==> src/double_ended_queue_macros.svh <==
// Assertion macros used by the double-ended queue top level.
`ifndef DOUBLE_ENDED_QUEUE_MACROS_SVH
`define DOUBLE_ENDED_QUEUE_MACROS_SVH
`ifndef SYNTHESIS
// Property must hold at every clock edge outside reset.
`define DQ_ASSERT(lbl, clk, rst, prop) \
   lbl: assert property (@(posedge clk) disable iff (rst) prop) \
      else $error("double_ended_queue: property violated");
// Condition must never be true outside reset.
`define DQ_NEVER(lbl, clk, rst, cond) \
   lbl: assert property (@(posedge clk) disable iff (rst) !(cond)) \
      else $error("double_ended_queue: forbidden condition seen");
`else
`define DQ_ASSERT(lbl, clk, rst, prop)
`define DQ_NEVER(lbl, clk, rst, cond)
`endif
`endif

==> src/dq_pkg.sv <==
// Package of sizes, opcodes, stage and memory request types and the ring wrap of the deque.
package dq_pkg;

   localparam int DEPTH  = 64;
   localparam int DATA_W = 32;
   localparam int OP_W   = 3;
   localparam int PTR_W  = (DEPTH > 1) ? $clog2(DEPTH) : 1;
   localparam int CNT_W  = $clog2(DEPTH + 1);
   localparam int SUM_W  = PTR_W + 2;

   localparam logic [CNT_W-1:0] COUNT_MAX = CNT_W'(DEPTH);
   localparam logic [PTR_W-1:0] PTR_LAST  = PTR_W'(DEPTH - 1);

   typedef enum logic [OP_W-1:0] {
      OP_PUSH_FRONT = 3'd0,
      OP_PUSH_BACK  = 3'd1,
      OP_POP_FRONT  = 3'd2,
      OP_POP_BACK   = 3'd3,
      OP_PEEK_FRONT = 3'd4,
      OP_PEEK_BACK  = 3'd5
   } opcode_type;

   // Operation in flight while the memory read completes
   typedef struct packed {
      logic             valid;
      logic             use_mem;
      logic             underflow;
      logic             overflow;
      logic [CNT_W-1:0] count;
   } stage_type;

   // One access to the word store
   typedef struct packed {
      logic              wr_en;
      logic              rd_en;
      logic [PTR_W-1:0]  addr;
      logic [DATA_W-1:0] wr_data;
   } mem_req_type;

   // Fold a front + offset sum (below twice the depth) back into the ring
   function automatic logic [PTR_W-1:0] wrap_ptr(input logic [SUM_W-1:0] sum);
      logic [SUM_W-1:0] folded;
      begin
         folded = (sum >= SUM_W'(DEPTH)) ? (sum - SUM_W'(DEPTH)) : sum;
         return folded[PTR_W-1:0];
      end
   endfunction

endpackage

==> src/dq_if.sv <==
// Handshake channel interfaces for operations in and results out.
interface dq_req_if;
   logic                            valid;
   logic                            ready;
   logic [dq_pkg::OP_W-1:0]         opcode;
   logic signed [dq_pkg::DATA_W-1:0] push_value;

   modport source (output valid, output opcode, output push_value, input ready);
   modport sink   (input valid, input opcode, input push_value, output ready);
endinterface

interface dq_rsp_if;
   logic                             valid;
   logic                             ready;
   logic signed [dq_pkg::DATA_W-1:0] result_value;
   logic                             underflow;
   logic                             overflow;
   logic [dq_pkg::CNT_W-1:0]         item_count;

   modport source (output valid, output result_value, output underflow,
                   output overflow, output item_count, input ready);
   modport sink   (input valid, input result_value, input underflow,
                   input overflow, input item_count, output ready);
endinterface

==> src/dq_ram.sv <==
// Single-port synchronous RAM with registered read data.
module dq_ram #(
   parameter int DATA_W  = 32,
   parameter int ADDR_W  = 6,
   parameter int ENTRIES = 64
) (
   input  logic              clock,
   input  logic              wr_en,
   input  logic              rd_en,
   input  logic [ADDR_W-1:0] addr,
   input  logic [DATA_W-1:0] wr_data,
   output logic [DATA_W-1:0] rd_data
);

   logic [DATA_W-1:0] mem [ENTRIES];
   logic [DATA_W-1:0] rd_data_ff;

   // Write and registered read; read data holds when no read is issued
   always_ff @(posedge clock) begin
      if (wr_en) begin
         mem[addr] <= wr_data;
      end
      if (rd_en) begin
         rd_data_ff <= mem[addr];
      end
   end

   assign rd_data = rd_data_ff;

endmodule

==> src/dq_ctrl.sv <==
// Deque control: front pointer, count, ring address and the read stage.
module dq_ctrl (
   input  logic                clock,
   input  logic                reset,
   dq_req_if.sink              req_if,
   input  logic                advance,
   output dq_pkg::mem_req_type mem_req,
   output dq_pkg::stage_type   stage
);

   logic [dq_pkg::PTR_W-1:0] front_ff, front_in;
   logic [dq_pkg::CNT_W-1:0] count_ff, count_in;
   dq_pkg::stage_type        stage_ff, stage_in, op_stage;
   logic                     accept;
   logic                     empty;
   logic                     full;
   logic [dq_pkg::PTR_W-1:0] front_dec;
   logic [dq_pkg::PTR_W-1:0] front_inc;
   logic [dq_pkg::SUM_W-1:0] tail_sum;
   logic [dq_pkg::PTR_W-1:0] tail_addr;
   logic [dq_pkg::PTR_W-1:0] last_addr;

   // Take a new beat when the stage is empty or moves on this cycle
   assign req_if.ready = !stage_ff.valid || advance;
   assign accept       = req_if.valid && req_if.ready;

   assign empty = (count_ff == '0);
   assign full  = (count_ff >= dq_pkg::COUNT_MAX);

   // Ring neighbors of the front and the back
   assign front_dec = (front_ff == '0) ? dq_pkg::PTR_LAST : front_ff - 1'b1;
   assign front_inc = (front_ff == dq_pkg::PTR_LAST) ? '0 : front_ff + 1'b1;
   assign tail_sum  = dq_pkg::SUM_W'(front_ff) + dq_pkg::SUM_W'(count_ff);
   assign tail_addr = dq_pkg::wrap_ptr(tail_sum);
   assign last_addr = dq_pkg::wrap_ptr(tail_sum - 1'b1);

   // Decode the operation into a memory access and the next pointer state
   always_comb begin
      front_in           = front_ff;
      count_in           = count_ff;
      mem_req.wr_en      = 1'b0;
      mem_req.rd_en      = 1'b0;
      mem_req.addr       = front_ff;
      mem_req.wr_data    = req_if.push_value;
      op_stage.valid     = 1'b1;
      op_stage.use_mem   = 1'b0;
      op_stage.underflow = 1'b0;
      op_stage.overflow  = 1'b0;
      unique case (dq_pkg::opcode_type'(req_if.opcode)) inside
         dq_pkg::OP_PUSH_FRONT: begin
            if (full) begin
               op_stage.overflow = 1'b1;
            end else begin
               front_in      = front_dec;
               count_in      = count_ff + 1'b1;
               mem_req.wr_en = accept;
               mem_req.addr  = front_dec;
            end
         end
         dq_pkg::OP_PUSH_BACK: begin
            if (full) begin
               op_stage.overflow = 1'b1;
            end else begin
               count_in      = count_ff + 1'b1;
               mem_req.wr_en = accept;
               mem_req.addr  = tail_addr;
            end
         end
         dq_pkg::OP_POP_FRONT, dq_pkg::OP_PEEK_FRONT: begin
            if (empty) begin
               op_stage.underflow = 1'b1;
            end else begin
               op_stage.use_mem = 1'b1;
               mem_req.rd_en    = accept;
               mem_req.addr     = front_ff;
               if (req_if.opcode == dq_pkg::OP_POP_FRONT) begin
                  front_in = front_inc;
                  count_in = count_ff - 1'b1;
               end
            end
         end
         dq_pkg::OP_POP_BACK, dq_pkg::OP_PEEK_BACK: begin
            if (empty) begin
               op_stage.underflow = 1'b1;
            end else begin
               op_stage.use_mem = 1'b1;
               mem_req.rd_en    = accept;
               mem_req.addr     = last_addr;
               if (req_if.opcode == dq_pkg::OP_POP_BACK) begin
                  count_in = count_ff - 1'b1;
               end
            end
         end
         default: begin
         end
      endcase
      op_stage.count = count_in;
   end

   // Stage register follows the read through the memory
   always_comb begin
      if (accept) begin
         stage_in = op_stage;
      end else if (advance) begin
         stage_in       = stage_ff;
         stage_in.valid = 1'b0;
      end else begin
         stage_in = stage_ff;
      end
   end

   always_ff @(posedge clock) begin
      if (reset) begin
         front_ff <= '0;
         count_ff <= '0;
         stage_ff <= '0;
      end else begin
         stage_ff <= stage_in;
         if (accept) begin
            front_ff <= front_in;
            count_ff <= count_in;
         end
      end
   end

   assign stage = stage_ff;

endmodule

==> src/double_ended_queue.sv <==
// Top level of the double-ended queue: store, control and result register.
// A bounded deque of 32-bit words (dq_pkg::DEPTH entries) kept in one
// single-port RAM used as a ring. Each request beat pushes, pops or peeks
// at either end; each gives exactly one response beat with the word read
// (zero for pushes, empty reads and unused opcodes), underflow and overflow
// flags and the count after the operation. One request is taken per cycle
// while the read stage is empty or moves on; a response passes through the
// registered RAM read and the response register. Pointer and count
// update when the request is taken, so a following request sees its effect
// at once. The store is not cleared at reset; only written entries are read.
`include "double_ended_queue_macros.svh"

module double_ended_queue (
   input  logic      clock,
   input  logic      reset,
   dq_req_if.sink    req_if,
   dq_rsp_if.source  rsp_if
);

   dq_pkg::mem_req_type               mem_req;
   dq_pkg::stage_type                 stage;
   logic [dq_pkg::DATA_W-1:0]         rd_data;
   logic                              out_free;
   logic                              rsp_valid_ff, rsp_valid_in;
   logic signed [dq_pkg::DATA_W-1:0]  rsp_value_ff;
   logic                              rsp_underflow_ff;
   logic                              rsp_overflow_ff;
   logic [dq_pkg::CNT_W-1:0]          rsp_count_ff;

   // Word store
   dq_ram #(
      .DATA_W  (dq_pkg::DATA_W),
      .ADDR_W  (dq_pkg::PTR_W),
      .ENTRIES (dq_pkg::DEPTH)
   ) u_ram (
      .clock   (clock),
      .wr_en   (mem_req.wr_en),
      .rd_en   (mem_req.rd_en),
      .addr    (mem_req.addr),
      .wr_data (mem_req.wr_data),
      .rd_data (rd_data)
   );

   // Pointer, count and read stage
   dq_ctrl u_ctrl (
      .clock   (clock),
      .reset   (reset),
      .req_if  (req_if),
      .advance (out_free),
      .mem_req (mem_req),
      .stage   (stage)
   );

   // Response register takes the stage when empty or being drained
   assign out_free = !rsp_valid_ff || rsp_if.ready;

   always_comb begin
      rsp_valid_in = rsp_valid_ff;
      if (out_free) begin
         rsp_valid_in = stage.valid;
      end
   end

   always_ff @(posedge clock) begin
      if (reset) begin
         rsp_valid_ff <= 1'b0;
      end else begin
         rsp_valid_ff <= rsp_valid_in;
      end
   end

   always_ff @(posedge clock) begin
      if (out_free && stage.valid) begin
         rsp_value_ff     <= stage.use_mem ? rd_data : '0;
         rsp_underflow_ff <= stage.underflow;
         rsp_overflow_ff  <= stage.overflow;
         rsp_count_ff     <= stage.count;
      end
   end

   assign rsp_if.valid        = rsp_valid_ff;
   assign rsp_if.result_value = rsp_value_ff;
   assign rsp_if.underflow    = rsp_underflow_ff;
   assign rsp_if.overflow     = rsp_overflow_ff;
   assign rsp_if.item_count   = rsp_count_ff;

   // Checks
   `DQ_NEVER(a_no_rd_wr_same_cycle, clock, reset, mem_req.wr_en && mem_req.rd_en)
   `DQ_ASSERT(a_count_in_range, clock, reset, rsp_valid_ff |-> rsp_count_ff <= dq_pkg::COUNT_MAX)
   `DQ_ASSERT(a_underflow_zero, clock, reset, rsp_valid_ff && rsp_underflow_ff |-> rsp_value_ff == '0 && !rsp_overflow_ff)
   `DQ_ASSERT(a_stage_holds, clock, reset, stage.valid && !out_free |=> stage.valid)

endmodule
==> src/flat_wrapper.sv <==
// flat-port wrapper written by rule: the top's interface ports become plain ports
module double_ended_queue_flat 
  (clock, reset, req_if_valid, req_if_opcode, req_if_push_value, req_if_ready, rsp_if_valid, rsp_if_result_value, rsp_if_underflow, rsp_if_overflow, rsp_if_item_count, rsp_if_ready);
  dq_req_if req_if_i ();
  dq_rsp_if rsp_if_i ();
  input  logic clock;
  input  logic reset;
  input wire logic [$bits(req_if_i.valid)-1:0] req_if_valid;
  input wire logic [$bits(req_if_i.opcode)-1:0] req_if_opcode;
  input wire logic [$bits(req_if_i.push_value)-1:0] req_if_push_value;
  output wire logic [$bits(req_if_i.ready)-1:0] req_if_ready;
  output wire logic [$bits(rsp_if_i.valid)-1:0] rsp_if_valid;
  output wire logic [$bits(rsp_if_i.result_value)-1:0] rsp_if_result_value;
  output wire logic [$bits(rsp_if_i.underflow)-1:0] rsp_if_underflow;
  output wire logic [$bits(rsp_if_i.overflow)-1:0] rsp_if_overflow;
  output wire logic [$bits(rsp_if_i.item_count)-1:0] rsp_if_item_count;
  input wire logic [$bits(rsp_if_i.ready)-1:0] rsp_if_ready;
  assign req_if_i.valid = req_if_valid;
  assign req_if_i.opcode = req_if_opcode;
  assign req_if_i.push_value = req_if_push_value;
  assign req_if_ready = req_if_i.ready;
  assign rsp_if_valid = rsp_if_i.valid;
  assign rsp_if_result_value = rsp_if_i.result_value;
  assign rsp_if_underflow = rsp_if_i.underflow;
  assign rsp_if_overflow = rsp_if_i.overflow;
  assign rsp_if_item_count = rsp_if_i.item_count;
  assign rsp_if_i.ready = rsp_if_ready;
  double_ended_queue u_core (.clock(clock), .reset(reset), .req_if(req_if_i), .rsp_if(rsp_if_i));
endmodule
==> config.mk <==
export PLATFORM = sky130hd
export DESIGN_NAME = double_ended_queue_flat
export DESIGN_NICKNAME = d
export VERILOG_FILES = /design/src/dq_pkg.sv /design/src/dq_if.sv /design/src/dq_ram.sv /design/src/dq_ctrl.sv /design/src/double_ended_queue.sv /design/src/flat_wrapper.sv
export VERILOG_INCLUDE_DIRS = /design/src /design/src/src
export SDC_FILE = /design/constraint.sdc
export NUM_CORES = 2
export LEC_CHECK = 0
export ABC_AREA = 1
export BUFFER_PORTS_ARGS = -buffer_cell sky130_fd_sc_hd__buf_4
export CAP_MARGIN = 10
export CORE_MARGIN = 1.5
export CORE_UTILIZATION = 57
export DETAILED_ROUTE_END_ITERATION = 12
export HOLD_SLACK_MARGIN = 0.08
export PLACE_DENSITY_LB_ADDON = 0.25
export REMOVE_ABC_BUFFERS = 1
export SLEW_MARGIN = 0
export SYNTH_ARGS = -nofsm -noshare
export SYNTH_HDL_FRONTEND = slang
export SYNTH_HIERARCHICAL = 1
export SYNTH_SLANG_ARGS = --single-unit
export TNS_END_PERCENT = 30
==> constraint.sdc <==
create_clock -name clock -period 5.65 [get_ports clock]
set_clock_uncertainty 0.1 [all_clocks]
set_input_delay 0.565 -clock clock [delete_from_list [all_inputs] [get_ports clock]]
set_output_delay 0.565 -clock clock [all_outputs]
set_load 0.03 [all_outputs]
==> impl_metrics.csv <==
group,metric,value,unit
final_layout,nets,9034,
logic_synthesis,synth_seq_cells,2146,
final_layout,finish.cell_count_without_fillers,11200,
clock_tree,postCtsSetupRepairBufs,0,
critical_path,max_fo_critical_path,32,
pwr,max-vdd-ir-drop,403,uV
placed_design,detailed_place_hpwl,140,mm
worst_hold_path,min_delay_path_depth,5,
critical_path,setup.worst_path.start,"u_core/u_ctrl/front_ff[0]$_SDFFE_PP0P_",
floorplan,die_h,402,microns
placed_design,placed_cell_area,94500,sq um
logic_synthesis,synth_common_cells,"sky130_fd_sc_hd__nand2_1, sky130_fd_sc_hd__edfxtp_1, sky130_fd_sc_hd__buf_2, sky130_fd_sc_hd__nor2_1, sky130_fd_sc_hd__clkbuf_1",
pwr,leakagePower,42.2,nW
grt,grt_max_degree,167,
critical_path,worst_path_required,6010,ps
final_layout,area_growth_syn_to_layout,11.4,%
logic_synthesis,async_flop_share,0,
clock_tree,tritoncts,"done",
placed_design,gpl.final_weighted_congestion,0.895,
timing,fin_ws,984,ps
route,detail-route-antenna-nets,0,
clock_tree,cts-root-to-sink-buffers,3,
floorplan,start_util,0.574,
clock_tree,cts_inserted_buffers,213,
floorplan,fp-row-count,146,
grt,grt_usage,0.311,
logic_synthesis,yosys_warnings,6,
logic_synthesis,ys_seq_area_frac,0.707,
worst_hold_path,hold_path_class,"in -> reg",
timing,timing_max_transition_violations_final,0,
timing,worst_max_slew_margin_expressed_relative_to_the_limit,0.345,
final_layout,postLayoutCellArea,101000,sq um
critical_path,worstRegToRegCells,15,
logic_synthesis,mappedNetlistArea,90800,sq um
timing,setup_total_negative_slack,0,ps
clock_tree,clock-root-buffer,"sky130_fd_sc_hd__clkbuf_16",
route,totalWireLength,252,mm
critical_path,critical_path.endpoint_type,"flip-flop",
final_layout,drive_gt1_frac,0.0717,
critical_path,r2r-end,"u_core/u_ram/mem[55][10]$_DFFE_PP_",
route,drt-vias-per-instance,5.65,
critical_path,timing_worst_setup_path_type,"reg -> reg",
timing,finalHoldViolCount,0,
logic_synthesis,synth_most_common_cell,"sky130_fd_sc_hd__nand2_1",
route,wl_per_cell,22.5,microns
critical_path,regToRegSetupSlack,980,ps
timing,min_period,4670,ps
timing,fmaxAchievable,0.214,GHz
route,detail_route.drc_violations,0,
logic_synthesis,post-synth-top-area-fraction,0.701,
timing,grt_setup_unrepaired,"no",
route,detailedRoute.firstPassIterationCount,6,
route,vias,63400,
grt,first_global_vias,59000,
grt,grt_first_pass_wirelength,374,mm
placed_design,buffer_ports.inserted,81,
clock_tree,clock_latency,860,ps
pwr,power.total,37.2,mW
logic_synthesis,yosysUniqueCellTypes,38,
placed_design,pre_cts_slack,1090,ps
critical_path,critical_path.reg2reg.startpoint,"u_core/u_ctrl/front_ff[0]$_SDFFE_PP0P_",
outcome,result_of_the_run,"completed",
pwr,power.density_cell_area,368,nW/um^2
critical_path,crit_path_end,"u_core/u_ram/mem[55][10]$_DFFE_PP_",
route,number_of_design_rule_violations_left_by_the_first_detailed_router_iteration,8219,
logic_synthesis,post-synth-top-area-cell,"sky130_fd_sc_hd__edfxtp_1",
run,drv.max_cap_violation_count,0,
logic_synthesis,synth.top_cells.by_area,"sky130_fd_sc_hd__edfxtp_1, sky130_fd_sc_hd__nand2_1, sky130_fd_sc_hd__buf_2",
floorplan,num_io_pins,82,
grt,grt_antenna_before_repair,9,
floorplan,die-width,402,microns
clock_tree,cts_max_level,4,
placed_design,dp.cells,10800,
logic_synthesis,netlist_instances,8962,
clock_tree,cts_sinks,2146,
logic_synthesis,synth_enable_flop_cells,2121,
timing,setup_viol,0,
floorplan,dieArea,162000,sq um
logic_synthesis,postSynthAreaPerCell,10.1,sq um
logic_synthesis,synth_top_flop_cell,"sky130_fd_sc_hd__edfxtp_1",
final_layout,filler_cell_count,12000,
critical_path,cp.arrival,5030,ps
floorplan,core,158000,sq um
grt,gr-total-overflow,0,
clock_tree,clk_transition_reported_paths,60,ps
timing,max_slew.worst_pin.slew,982,ps
timing,finalCritPeriodShare,0.826,
critical_path,cp-start-kind,"flip-flop",
## report_power, final
| group | internal [mW] | switching [mW] | leakage, nW |
|---|---|---|---|
| logic | 1.42 | 4.56 | 19.7 |
| registers | 17.6 | 0.0656 | 19.3 |
| clock network | 7.60 | 5.96 | 3.22 |
| total | 26.6 | 10.6 | 42.2 |
## worst max-delay path, stage by stage, from the launching register on
cell,delay (ps)
sky130_fd_sc_hd__dfxtp_1,510
sky130_fd_sc_hd__ha_1,270
sky130_fd_sc_hd__inv_1,70
sky130_fd_sc_hd__fa_1,530
sky130_fd_sc_hd__ha_1,190
sky130_fd_sc_hd__inv_1,40
sky130_fd_sc_hd__nor2_1,180
sky130_fd_sc_hd__nand3_1,100
sky130_fd_sc_hd__nand3_1,90
sky130_fd_sc_hd__nand2_1,50
sky130_fd_sc_hd__nand4_1,340
sky130_fd_sc_hd__inv_2,200
sky130_fd_sc_hd__nor3_4,580
sky130_fd_sc_hd__inv_2,330
sky130_fd_sc_hd__nor2_4,150
sky130_fd_sc_hd__buf_4,500
## registers in the layout, summed over array words and instances (netlist names)
name	flops
u_core/rsp_if.overflow	1
u_core/rsp_if.result_value	32
u_core/u_ctrl/stage	11
u_core/u_ctrl/count_ff	7
u_core/rsp_if.item_count	7
u_core/u_ctrl/front_ff	6
u_core/rsp_if.underflow	1
u_core/u_ram/mem	2048
u_core/u_ram/rd_data	32
u_core/rsp_if.valid	1
## area by class of cell
cell class                 count  area (sq um)  share of cell area
sequential                  2146         64200               0.634
tap                         2072          2590              0.0256
multi-input combinational   6238         24500               0.242
clock inverter               113          1090              0.0107
antenna                        2          5.00           0.0000495
clock buffer                 267          5550              0.0549
inverter                     112           443             0.00438
timing repair buffer         272          2820              0.0278
## cells in the final DEF (no fill, tap or decap), types with 14 or more instances in the layout
cell                        instances
sky130_fd_sc_hd__nand3_1           50
sky130_fd_sc_hd__a21oi_1           35
sky130_fd_sc_hd__nor2_1           105
sky130_fd_sc_hd__dfxtp_1           25
sky130_fd_sc_hd__buf_4            206
sky130_fd_sc_hd__clkinv_2          29
sky130_fd_sc_hd__inv_2             14
sky130_fd_sc_hd__buf_12            61
sky130_fd_sc_hd__nor2_4            65
sky130_fd_sc_hd__inv_1             95
sky130_fd_sc_hd__edfxtp_1        2121
sky130_fd_sc_hd__bufinv_16         14
sky130_fd_sc_hd__clkbuf_1          53
sky130_fd_sc_hd__o21ai_0           32
sky130_fd_sc_hd__nand2_1         5870
sky130_fd_sc_hd__clkbuf_16        214
sky130_fd_sc_hd__clkinv_1          51
## what timing repair did
action	4_1_cts	5_1_grt
hold buffers	5	0
gates resized for setup	0	0
hold endpoints to repair	17	0
## layer usage
| metal | track usage | wire length [microns] |
|---|---|---|
| met5 | 0 | 0 |
| met4 | 0.104 | 8440 |
| met3 | 0.0532 | 26500 |
| met2 | 0.485 | 117000 |
| met1 | 0.447 | 101000 |
## kinds of logic after synthesis
kind of cell / count (synthesis) / share of synthesized area
and+or+nand+nor: 6131 / 0.256
adders and majority gates: 12 / 0.00174
buffers and inverters: 578 / 0.0299
DFF: 2146 / 0.707
AOI/OAI and AO/OA: 92 / 0.00559
xor gates and xnor gates: 3 / 0.000289
## stage by stage
stage / util / hold slack [ps]
final: 0.639 / 167
after CTS: 0.639 / 100
after global placement: 0.597 / 316
after detailed placement: 0.597 / 322
after floorplan: - / 303
after global routing: 0.639 / 153
## how the worst min path moves through the flow
stage	start	slack [ps]	end
finish	req_if_opcode[2]	170	u_core/u_ctrl/stage[8]$_SDFFE_PP0P_
global route	req_if_opcode[2]	150	u_core/u_ctrl/stage[8]$_SDFFE_PP0P_
detailed placement	u_core/u_ctrl/stage[7]$_SDFFE_PP0P_	320	u_core/rsp_if.overflow$_DFFE_PP_
global placement	u_core/u_ctrl/stage[2]$_SDFFE_PP0P_	320	u_core/rsp_if.item_count[2]$_DFFE_PP_
CTS	req_if_opcode[2]	100	u_core/u_ctrl/stage[8]$_SDFFE_PP0P_
floorplan	u_core/u_ctrl/stage[8]$_SDFFE_PP0P_	300	u_core/rsp_if.underflow$_DFFE_PP_
(Power assumes the default switching activity.)
